$ cat config.mk
export PLATFORM = sky130hd
export DESIGN_NAME = indexed_list_insert_erase
export DESIGN_NICKNAME = d
export VERILOG_FILES = /design/src/idxlst_pkg.sv /design/src/indexed_list_insert_erase.sv
export SDC_FILE = /design/constraint.sdc
export NUM_CORES = 2
export LEC_CHECK = 0
export BUFFER_PORTS_ARGS = -buffer_cell sky130_fd_sc_hd__buf_4
export CAP_MARGIN = 20
export CORE_MARGIN = 2
export CORE_UTILIZATION = 29
export CTS_CLUSTER_DIAMETER = 120
export DETAILED_ROUTE_END_ITERATION = 8
export MAX_ROUTING_LAYER = met4
export PLACE_DENSITY_LB_ADDON = 0.12
export SETUP_SLACK_MARGIN = 0.3
export SLEW_MARGIN = 15
export SYNTH_ARGS = -nofsm -noshare
export SYNTH_HDL_FRONTEND = slang
export SYNTH_SLANG_ARGS = --single-unit
$ cat constraint.sdc
create_clock -name clk -period 5.8 [get_ports clk]
set_input_delay 0.29 -clock clk [delete_from_list [all_inputs] [get_ports clk]]
set_output_delay 0.29 -clock clk [all_outputs]
set_load 0.01 [all_outputs]
$ cat src/idxlst_pkg.sv
// Package for the indexed list block: request and response types, codes,
// sizes and the microcode ROM of the list sequencer.
// Depends on nothing; used by indexed_list_insert_erase.
package idxlst_pkg;

  // Storage size and derived widths
  localparam int DEPTH      = 64;
  localparam int DATA_WIDTH = 32;
  localparam int ADDR_W     = $clog2(DEPTH);
  localparam int CNT_W      = $clog2(DEPTH + 1);

  // Request modes
  typedef enum logic [2:0] {
    MD_PUSH_BACK  = 3'd0,
    MD_PUSH_FRONT = 3'd1,
    MD_INSERT     = 3'd2,
    MD_UPDATE     = 3'd3,
    MD_ERASE      = 3'd4,
    MD_POP_BACK   = 3'd5,
    MD_POP_FRONT  = 3'd6,
    MD_GET        = 3'd7
  } mode_t;

  // Response status codes
  typedef enum logic [1:0] {
    ST_OK    = 2'd0,
    ST_FULL  = 2'd1,
    ST_RANGE = 2'd2,
    ST_EMPTY = 2'd3
  } status_t;

  // Payload of one request item
  typedef struct packed {
    logic        [2:0]  mode;
    logic        [5:0]  position;
    logic signed [31:0] item_value;
  } request_t;

  // Payload of one response item
  typedef struct packed {
    logic signed [31:0] read_value;
    logic        [6:0]  entry_count;
    logic        [1:0]  status;
  } response_t;

  // Microcode addresses
  typedef enum logic [3:0] {
    U_INS_LOOP = 4'd0,
    U_INS_WR   = 4'd1,
    U_ERA_LOOP = 4'd2,
    U_ERA_END  = 4'd3,
    U_UPD      = 4'd4,
    U_GET_RD   = 4'd5,
    U_GET_OUT  = 4'd6,
    U_POP_BACK = 4'd7,
    U_FAIL     = 4'd8
  } uaddr_t;

  // Branch conditions: taken goes to target, else to the next step
  typedef enum logic [1:0] {
    C_NONE     = 2'd0,
    C_INS_MORE = 2'd1,  // pointer still above the insert position
    C_ERA_MORE = 2'd2   // pointer plus one still below the count
  } cond_t;

  // Word moves, done only while the branch is taken
  typedef enum logic [1:0] {
    MV_NONE = 2'd0,
    MV_DOWN = 2'd1,  // copy entry ptr-1 to ptr, pointer steps down
    MV_UP   = 2'd2   // copy entry ptr+1 to ptr, pointer steps up
  } move_t;

  typedef enum logic [1:0] {
    CNT_HOLD = 2'd0,
    CNT_INC  = 2'd1,
    CNT_DEC  = 2'd2
  } cnt_op_t;

  // One control word
  typedef struct packed {
    cond_t   cond;
    uaddr_t  target;
    move_t   mv;
    logic    wr_word;   // write request word at the position
    logic    rd_pos;    // read entry at the position
    cnt_op_t cnt_op;
    logic    capture;   // return the read data
    logic    last;      // final step, response goes out
  } uctrl_t;

  // Microcode ROM
  function automatic uctrl_t ucode(input uaddr_t a);
    uctrl_t w;
    w = '0;
    case (a)
      U_INS_LOOP: begin
        w.cond   = C_INS_MORE;
        w.target = U_INS_LOOP;
        w.mv     = MV_DOWN;
      end
      U_INS_WR: begin
        w.wr_word = 1'b1;
        w.cnt_op  = CNT_INC;
        w.last    = 1'b1;
      end
      U_ERA_LOOP: begin
        w.cond   = C_ERA_MORE;
        w.target = U_ERA_LOOP;
        w.mv     = MV_UP;
      end
      U_ERA_END: begin
        w.cnt_op = CNT_DEC;
        w.last   = 1'b1;
      end
      U_UPD: begin
        w.wr_word = 1'b1;
        w.last    = 1'b1;
      end
      U_GET_RD: begin
        w.rd_pos = 1'b1;
      end
      U_GET_OUT: begin
        w.capture = 1'b1;
        w.last    = 1'b1;
      end
      U_POP_BACK: begin
        w.cnt_op = CNT_DEC;
        w.last   = 1'b1;
      end
      U_FAIL: begin
        w.last = 1'b1;
      end
      default: begin
        w.last = 1'b1;
      end
    endcase
    return w;
  endfunction

endpackage

$ cat src/indexed_list_insert_erase.sv
// Indexed list (fixed-capacity array list) top level: microcode sequencer, a one-write
// one-read entry memory and the response register. Depends on idxlst_pkg.
// Throughput: one item at a time; the next is taken at the edge ending done.
// Synchronous reset empties the list and idles the sequencer; the receiver cannot stall.
module indexed_list_insert_erase (
  input  logic                  clk,
  input  logic                  rst,
  input  logic                  start,
  output logic                  busy,
  input  idxlst_pkg::request_t  request,
  output logic                  done,
  output idxlst_pkg::response_t response
);

  localparam int AW = idxlst_pkg::ADDR_W;
  localparam int CW = idxlst_pkg::CNT_W;
  localparam int DW = idxlst_pkg::DATA_WIDTH;

  // Entry memory
  logic [DW-1:0] mem [idxlst_pkg::DEPTH];

  // Sequencer and datapath registers
  idxlst_pkg::uaddr_t  pc;
  idxlst_pkg::status_t st;
  logic [CW-1:0]       cnt;
  logic [CW-1:0]       ptr;
  logic [CW-1:0]       pos;
  logic [DW-1:0]       word;
  logic [DW-1:0]       rdata;
  logic                pend;
  logic [AW-1:0]       pend_addr;

  idxlst_pkg::uctrl_t  uc;
  logic                accept;
  logic                taken;
  logic                mv_en;
  logic                rd_en;
  logic [AW-1:0]       rd_addr;
  logic                wr_en;
  logic [AW-1:0]       wr_addr;
  logic [DW-1:0]       wr_data;
  logic [CW-1:0]       cnt_next;
  idxlst_pkg::uaddr_t  pc_next;

  // Dispatch values worked out on accept
  idxlst_pkg::mode_t   md;
  idxlst_pkg::status_t ent_st;
  idxlst_pkg::uaddr_t  ent_pc;
  logic [CW-1:0]       ent_pos;
  logic [CW-1:0]       ent_ptr;
  logic [CW-1:0]       req_pos;

  assign accept  = start & ~busy;
  assign md      = idxlst_pkg::mode_t'(request.mode);
  assign req_pos = CW'(request.position);

  // Request checks and microcode entry point
  always_comb begin
    ent_st  = idxlst_pkg::ST_OK;
    ent_pc  = idxlst_pkg::U_FAIL;
    ent_pos = req_pos;
    ent_ptr = req_pos;
    case (md)
      idxlst_pkg::MD_PUSH_BACK, idxlst_pkg::MD_PUSH_FRONT, idxlst_pkg::MD_INSERT: begin
        if (md == idxlst_pkg::MD_PUSH_BACK) begin
          ent_pos = cnt;
        end else if (md == idxlst_pkg::MD_PUSH_FRONT) begin
          ent_pos = '0;
        end
        ent_ptr = cnt;
        if (ent_pos > cnt) begin
          ent_st = idxlst_pkg::ST_RANGE;
        end else if (cnt >= CW'(idxlst_pkg::DEPTH)) begin
          ent_st = idxlst_pkg::ST_FULL;
        end else begin
          ent_pc = idxlst_pkg::U_INS_LOOP;
        end
      end
      idxlst_pkg::MD_UPDATE, idxlst_pkg::MD_ERASE, idxlst_pkg::MD_GET: begin
        if (cnt == '0) begin
          ent_st = idxlst_pkg::ST_EMPTY;
        end else if (req_pos >= cnt) begin
          ent_st = idxlst_pkg::ST_RANGE;
        end else if (md == idxlst_pkg::MD_UPDATE) begin
          ent_pc = idxlst_pkg::U_UPD;
        end else if (md == idxlst_pkg::MD_ERASE) begin
          ent_pc = idxlst_pkg::U_ERA_LOOP;
        end else begin
          ent_pc = idxlst_pkg::U_GET_RD;
        end
      end
      idxlst_pkg::MD_POP_BACK: begin
        if (cnt == '0) begin
          ent_st = idxlst_pkg::ST_EMPTY;
        end else begin
          ent_pc = idxlst_pkg::U_POP_BACK;
        end
      end
      default: begin
        // pop front: erase at the head
        ent_pos = '0;
        ent_ptr = '0;
        if (cnt == '0) begin
          ent_st = idxlst_pkg::ST_EMPTY;
        end else begin
          ent_pc = idxlst_pkg::U_ERA_LOOP;
        end
      end
    endcase
  end

  // Control word decode, branch and next step
  always_comb begin
    uc = idxlst_pkg::ucode(pc);
    case (uc.cond)
      idxlst_pkg::C_INS_MORE: taken = (ptr != pos);
      idxlst_pkg::C_ERA_MORE: taken = ((ptr + CW'(1)) < cnt);
      default:                taken = 1'b0;
    endcase
    mv_en   = busy && (uc.mv != idxlst_pkg::MV_NONE) && taken;
    pc_next = taken ? uc.target : idxlst_pkg::uaddr_t'(pc + 4'd1);
  end

  // Memory port selection
  always_comb begin
    rd_en   = mv_en || (busy && uc.rd_pos);
    rd_addr = pos[AW-1:0];
    if (uc.mv == idxlst_pkg::MV_DOWN) begin
      rd_addr = AW'(ptr - CW'(1));
    end else if (uc.mv == idxlst_pkg::MV_UP) begin
      rd_addr = AW'(ptr + CW'(1));
    end
    // a pending move write never meets a word write in the same step
    wr_en   = pend || (busy && uc.wr_word);
    wr_addr = pend ? pend_addr : pos[AW-1:0];
    wr_data = pend ? rdata : word;
  end

  // Count update
  always_comb begin
    cnt_next = cnt;
    if (busy) begin
      case (uc.cnt_op)
        idxlst_pkg::CNT_INC: cnt_next = cnt + CW'(1);
        idxlst_pkg::CNT_DEC: cnt_next = cnt - CW'(1);
        default:             cnt_next = cnt;
      endcase
    end
  end

  // Entry memory ports
  always_ff @(posedge clk) begin
    if (wr_en) begin
      mem[wr_addr] <= wr_data;
    end
    if (rd_en) begin
      rdata <= mem[rd_addr];
    end
  end

  // Sequencer control state
  always_ff @(posedge clk) begin
    if (rst) begin
      busy <= 1'b0;
      cnt  <= '0;
      pend <= 1'b0;
      pc   <= idxlst_pkg::U_FAIL;
      done <= 1'b0;
    end else begin
      cnt  <= cnt_next;
      pend <= mv_en;
      done <= busy && uc.last;
      if (accept) begin
        busy <= 1'b1;
        pc   <= ent_pc;
      end else if (busy) begin
        if (uc.last) begin
          busy <= 1'b0;
        end
        pc <= pc_next;
      end
    end
  end

  // Datapath registers
  always_ff @(posedge clk) begin
    if (accept) begin
      pos  <= ent_pos;
      ptr  <= ent_ptr;
      word <= DW'(request.item_value);
      st   <= ent_st;
    end else if (mv_en) begin
      pend_addr <= ptr[AW-1:0];
      if (uc.mv == idxlst_pkg::MV_DOWN) begin
        ptr <= ptr - CW'(1);
      end else begin
        ptr <= ptr + CW'(1);
      end
    end
  end

  // Response register
  always_ff @(posedge clk) begin
    if (busy && uc.last) begin
      response.read_value  <= uc.capture ? 32'(rdata) : '0;
      response.entry_count <= 7'(cnt_next);
      response.status      <= st;
    end
  end

  // Checks
  a_done_idle: assert property (@(posedge clk) disable iff (rst) done |-> !busy)
    else $error("response while still busy");
  a_accept_busy: assert property (@(posedge clk) disable iff (rst)
    (start && !busy) |=> busy)
    else $error("accepted item did not start the sequencer");
  a_cnt_bound: assert property (@(posedge clk) disable iff (rst)
    cnt <= CW'(idxlst_pkg::DEPTH))
    else $error("entry count above capacity");
  a_no_clash: assert property (@(posedge clk) disable iff (rst)
    !(pend && busy && uc.wr_word))
    else $error("move write and word write in the same cycle");

endmodule

Yosys cells after proc, flatten, opt, wreduce, memory -nomap -nowiden
Memories as Yosys holds them, arrays and structs flattened. A register that Yosys moved wholly into a read port is not among the register bits.
Index checks and enable logic that the tools add are counted.
{"block": "op_classes", "add_sub_neg": 5, "magnitude_cmp": 4, "n_eq_ne": 20, "n_mux": 44, "bitwise_logic": 3, "reduce_logical": 20}
{"operator": "2-to-1 mux 7 bit", "n": 6}
{"operator": "case mux 7 bit (2 select lines)", "n": 3}
{"operator": "2-to-1 mux 4 bit", "n": 9}
{"operator": "2-to-1 mux 32 bit", "n": 1}
{"operator": "2-to-1 mux 6 bit", "n": 4}
{"operator": "equality test 4 x 3 -> 1 bit (second input constant)", "n": 4}
{"operator": "case mux 8 bit (2 select lines)", "n": 1}
{"operator": "adder 7 x 1 -> 7 bit (second input constant)", "n": 2}
{"operator": "subtractor 7 x 1 -> 7 bit (second input constant)", "n": 2}
{"operator": "case mux 4 bit (3 select lines)", "n": 1}
{"operator": "2-to-1 mux 1 bit", "n": 10}
{"operator": "equality test 3 bit (second input constant)", "n": 3}
{"operator": "OR reduction 3 bit", "n": 3}
{"operator": "equality test 4 x 2 -> 1 bit (second input constant)", "n": 2}
{"operator": "2-to-1 mux 2 bit", "n": 4}
{"operator": "case mux 2 bit (2 select lines)", "n": 2}
{"operator": "greater-or-equal comparator 6 x 7 -> 1 bit", "n": 1}
{"operator": "greater-or-equal comparator 7 bit (second input constant)", "n": 1}
{"operator": "greater-than comparator 7 bit", "n": 1}
{"operator": "zero test 7 bit", "n": 1}
{"operator": "< comparator 7 bit", "n": 1}
{"operator": "!= test 7 bit", "n": 1}
{"operator": "equality test 2 x 1 -> 1 bit (second input constant)", "n": 3}
{"operator": "equality test 2 bit (second input constant)", "n": 3}
{"operator": "16 further kinds", "n": 27}
{"block": "word_totals", "regBits": 109, "ram_bits": 2048, "input_bits": 44, "out_inout_bits": 43, "word_cells": 110, "n_memories": 1}
{"name": "mem", "words": 64, "width": 32, "read_ports": 1, "rd_clocked_by_memory_dff": 1, "wr": 1, "line": "indexed_list_insert_erase.sv:20", "text": "logic [DW-1:0] mem [idxlst_pkg::DEPTH];"}

Depth between registers and ports, before layout
{"block": "depth", "depth_word": 8, "depth_mapped": 18, "ltp_nobuf": 14}

Worst setup path after synthesis
Ideal clock, no wire load.
{"block": "synth_path", "path_kind": "flip-flop to flip-flop", "startpoint": "register pc[0]", "endpoint": "register response[0] (netlist name) (enable)", "setup_ps": 507, "t_arrival_ps": 3942, "required_time_ps": 5293, "slack_ps": 1352, "path_stages_with_launch": 6, "path_buffers": 0, "synth_period_minus_slack_ps": 4448, "cell_sequence": "dfxtp_1 inv_1 ha_1 nor2_1 o21ai_0 a21boi_0"}
{"block": "synth_via", "elab_chain_len": 4, "word_cells_on_any_way": 6, "classes_between": "2 x eq/ne; 1 x mux; 3 x reduce/logical"}
{"item": "start: declaration", "line": "indexed_list_insert_erase.sv:23", "text": "idxlst_pkg::uaddr_t pc;"}
{"item": "start signal: assignment", "line": "indexed_list_insert_erase.sv:167", "text": "pc <= idxlst_pkg::U_FAIL;"}
{"item": "start signal: assignment", "line": "indexed_list_insert_erase.sv:175", "text": "pc <= ent_pc;"}
{"item": "start signal: assignment", "line": "indexed_list_insert_erase.sv:180", "text": "pc <= pc_next;"}
{"item": "equality test 4 x 3 -> 1 bit, or another cell as far along", "line": "idxlst_pkg.sv:95", "text": "case (a)"}
{"item": "OR reduction 3 bit (no line) *"}
{"item": "2-to-1 mux 1 bit *", "line": "idxlst_pkg.sv:95"}
{"item": "logical AND 1 bit *", "line": "indexed_list_insert_erase.sv:204", "text": "if (busy && uc.last) begin"}
{"item": "end: declaration", "line": "indexed_list_insert_erase.sv:12", "text": "output idxlst_pkg::response_t response"}
Mark *: on every way between the ends. The rest lies on a longest branch, timed or not.
A chain may end at the register's enable or synchronous reset.

Worst setup path after layout
{"block": "layout_path", "startpoint": "register pc[0]", "endpoint": "register rdata[16], read port of mem (data pin)"}
{"block": "layout_via", "elab_chain_len": 6, "word_cells_on_any_way": 17, "classes_between": "6 x eq/ne; 5 x mux; 6 x reduce/logical"}
{"item": "equality test 4 x 2 -> 1 bit or zero test 4 bit (tied branches)", "line": "idxlst_pkg.sv:95"}
{"item": "case mux 8 bit (2 select lines)", "line": "idxlst_pkg.sv:95"}
{"item": "equality test 2 bit, or another cell as far along", "line": "indexed_list_insert_erase.sv:115", "text": "case (uc.cond)"}
{"item": "case mux 1 bit (2 select lines) or logical AND 1 bit (tied branches)", "line": "indexed_list_insert_erase.sv:115, indexed_list_insert_erase.sv:120"}
{"item": "logical AND 1 bit", "line": "indexed_list_insert_erase.sv:120", "text": "mv_en = busy && (uc.mv != idxlst_pkg::MV_NONE) && taken;"}
{"item": "logical OR 1 bit", "line": "indexed_list_insert_erase.sv:126", "text": "rd_en = mv_en || (busy && uc.rd_pos);"}
{"item": "end: declaration", "line": "indexed_list_insert_erase.sv:29", "text": "logic [DW-1:0] rdata;"}
Several ways; a longest one is shown, not always the timed one.

==> impl_metrics.tcl <==
set metrics [dict create \
    status "finished, final reports clean" \
    yosys-top-cells-area "edfxtp_1 (75%), nand2_1 (7.5%), a21oi_1 (3.3%)" \
    ys_warn_count 0 \
    path_class "register to register" \
    cts_tree "done" \
    finalCriticalPeriod_ns 5.15 \
    synthAdderAreaFrac_pct 0.494 \
    fin_hold_ws_ns 0.0964 \
    antenna_found_initial 21 \
    grt_overflow 0 \
    grt_usage_pct 20.6 \
    portBuffers 86 \
    fmax_mhz 194 \
    area_growth_pct 18.0 \
    synth_cell_types 67 \
    nNetsFinal 6803 \
    rows 201 \
    yosysTopAreaCellShare_pct 74.5 \
    powerDensity_nw_per_um2 372 \
    cts.clk_slew.worst_paths_ns 0.06 \
    yosysMostFrequentCell "edfxtp_1" \
    met1_usage_pct 27.0 \
    power_frac_seq_pct 45.8 \
    grt_max_degree 127 \
    yosysTopAreaCell "edfxtp_1" \
    cp.required_ns 6.36 \
    utilization_pct 34.4 \
    synth_mux_area_share_pct 3.54 \
    clock-sinks 2189 \
    dpl.hpwl_mm 186 \
    slew_violations 0 \
    synth_seq_cells 2189 \
    ys_top_cells_by_count "edfxtp_1 (2,175), nand2_1 (1,746), a21oi_1 (580)" \
    rsz0062_at_grt "false" \
    wl_per_cell_um 28.7 \
    cp-start-kind "register" \
    grt_pass1_vias 53505 \
    place_ws_ns 0.429 \
    use_met2_pct 33.9 \
    pwr-share-clk_pct 39.4 \
    crit_fanout 60 \
    maxCapViolations 0 \
    postLayoutCellArea_um2 103000 \
    switching_share_pct 27.3 \
    synth-xor-area-share_pct 0.260 \
    synth-compound-area-share_pct 6.63 \
    insertion_delay_ns 0.94 \
    fillerInstances 29237 \
    synth_fp_nets 6513 \
    slew_headroom_pct 22.6 \
    initial_core_util_pct 29.2 \
    layout.cells.non_filler 10886 \
    synthSimpleGateAreaFrac_pct 11.9 \
    finClkSkew_ns 0.107 \
    wl_mm 313 \
    tightestPinTransition_ns 1.16 \
    p_sw_mw 10.5 \
    first_pass_iters 6 \
    avgSynthCellArea_um2 13.6 \
    vias 54807 \
    finalPower_mw 38.4 \
    dp.cells 10390 \
    leakage_nw 34.3 \
    fin_ws_ns 0.645 \
    worstSetupEndpointType "register" \
    netlist_area_um2 87600 \
    fin_crit_sh_pct 88.9 \
    die-area_um2 307000 \
    setup_tns_ns 0 \
    syn_inst 6435 \
    hp-class "input pin to register" \
    placed_cell_area_um2 95200 \
    hold_viol_final 0 \
    drive_gt1_share_pct 13.6 \
    drc 0 \
    cp.arrival_ns 5.72 \
    synth-main-ff-cell "edfxtp_1" \
    ir_drop_mv 0.266 \
    grt_pass1_wl_mm 436 \
    setup_viol 0 \
    viasPerCell 5.03 \
    met3_usage_pct 2.44 \
    clock_path_buffers 4 \
    antenna_left 0 \
    die_h_um 554 \
    ys_seq_area_share_pct 74.8 \
    synth_top_family_by_area "simple AND/OR/NAND/NOR gates" \
    synthArstFlopShare_pct 0 \
    drt_first_iter_violations 5801 \
    internal_power_mw 27.9 \
    cts_made_buffers 243 \
    synth_edf_count 2175 \
    pin_count 87 \
    core_region_area_um2 300000 \
    cts-root-buf "clkbuf_16" \
    gp_congestion 0.808 \
    cts_setup_buffers 0 \
    die_x_um 554 \
    htreeDepth 4 \
    power_frac_comb_pct 14.8 \
    grt.busiest_layer "met2" \
]
## cells by family after synthesis
kind of cell | after synthesis
adder cells (fa/ha/maj) | 34
buffers and inverters | 434
AND/OR/NAND/NOR | 2523
XOR/XNOR | 26
multiplexers | 213
AO/OA/AOI/OAI | 1016
flip-flops | 2189
## layout by cell type, fill, tap and decap left out, types with 47 or more instances in the layout
cell type and instances:
a21oi_1 580, buf_12 73, buf_4 330, clkbuf_1 54, clkbuf_16 244, clkinv_1 63
dlygate4sd3_1 47, edfxtp_1 2175, mux2i_1 101, mux4_2 74, nand2_1 1746, nand3_1 477
nor2_1 78, nor2_4 70, o21ai_0 193
## critical path, cell delays in order (launching register included)
cell	delay, ns
dfxtp_1	0.41
inv_1	0.09
ha_1	0.23
nand2_1	0.12
inv_1	0.06
ha_1	0.36
nor3_1	0.43
or2_4	0.70
buf_4	0.32
buf_12	0.31
mux2i_1	0.24
mux2i_1	0.10
a32oi_1	0.43
a31oi_1	0.25
nor3_2	0.62
nand3_1	0.13
## worst paths after layout
kind | start | end | slack (ns) | cells after the start
worst max-delay path | pc[0] | rdata[16] | 0.65 | 15
worst min-delay path | request[10] | word[10] | 0.1 | 2
worst max register to register | pc[0] | rdata[16] | 0.65 | 15
worst min register to register | st[1] | response[1] | 0.42 | 0
## layout make-up
| cell class | instances | area [µm²] | area share [%] |
|---|---|---|---|
| Antenna cell | 10 | 25.0 | 0.0242 |
| Clock buffer | 298 | 6310 | 6.10 |
| Clock inverter | 140 | 1330 | 1.28 |
| Inverter | 27 | 101 | 0.0980 |
| Multi-Input combinational cell | 3812 | 20700 | 20.0 |
| Sequential cell | 2189 | 65600 | 63.4 |
| Tap cell | 3958 | 4950 | 4.79 |
| Timing Repair Buffer | 452 | 4430 | 4.29 |
## power by group through the flow
stage	combinational (mW)	clock [mW]	sequential (mW)
after global placement	5.70	0	17.9
final	5.71	15.1	17.6
after global routing	6.16	16.1	17.6
after detailed placement	5.73	0	17.9
after CTS	5.77	15.5	17.6
after floorplan	3.15	0	17.9
## layer usage
metal  part of all wire [%]  routed length, µm
met1                     44             137000
met3                    4.5              14000
met4                    2.6               8250
met2                     49             154000
met5                      0                  0
## flip-flops by register name, indices dropped and copies added (netlist names)
name / count
busy: 1
cnt: 7
done: 1
mem: 2048
pc: 4
pend: 1
pend_addr: 6
pos: 7
ptr: 7
rdata: 32
response: 41
st: 2
word: 32
## what timing repair did
action                     in CTS  in global routing
hold buffers                   47                  0
setup endpoints to repair       0                  4
resized for setup               0                  4
hold endpoints to repair       61                  0
Note: power is estimated with default switching activity, not from simulation.
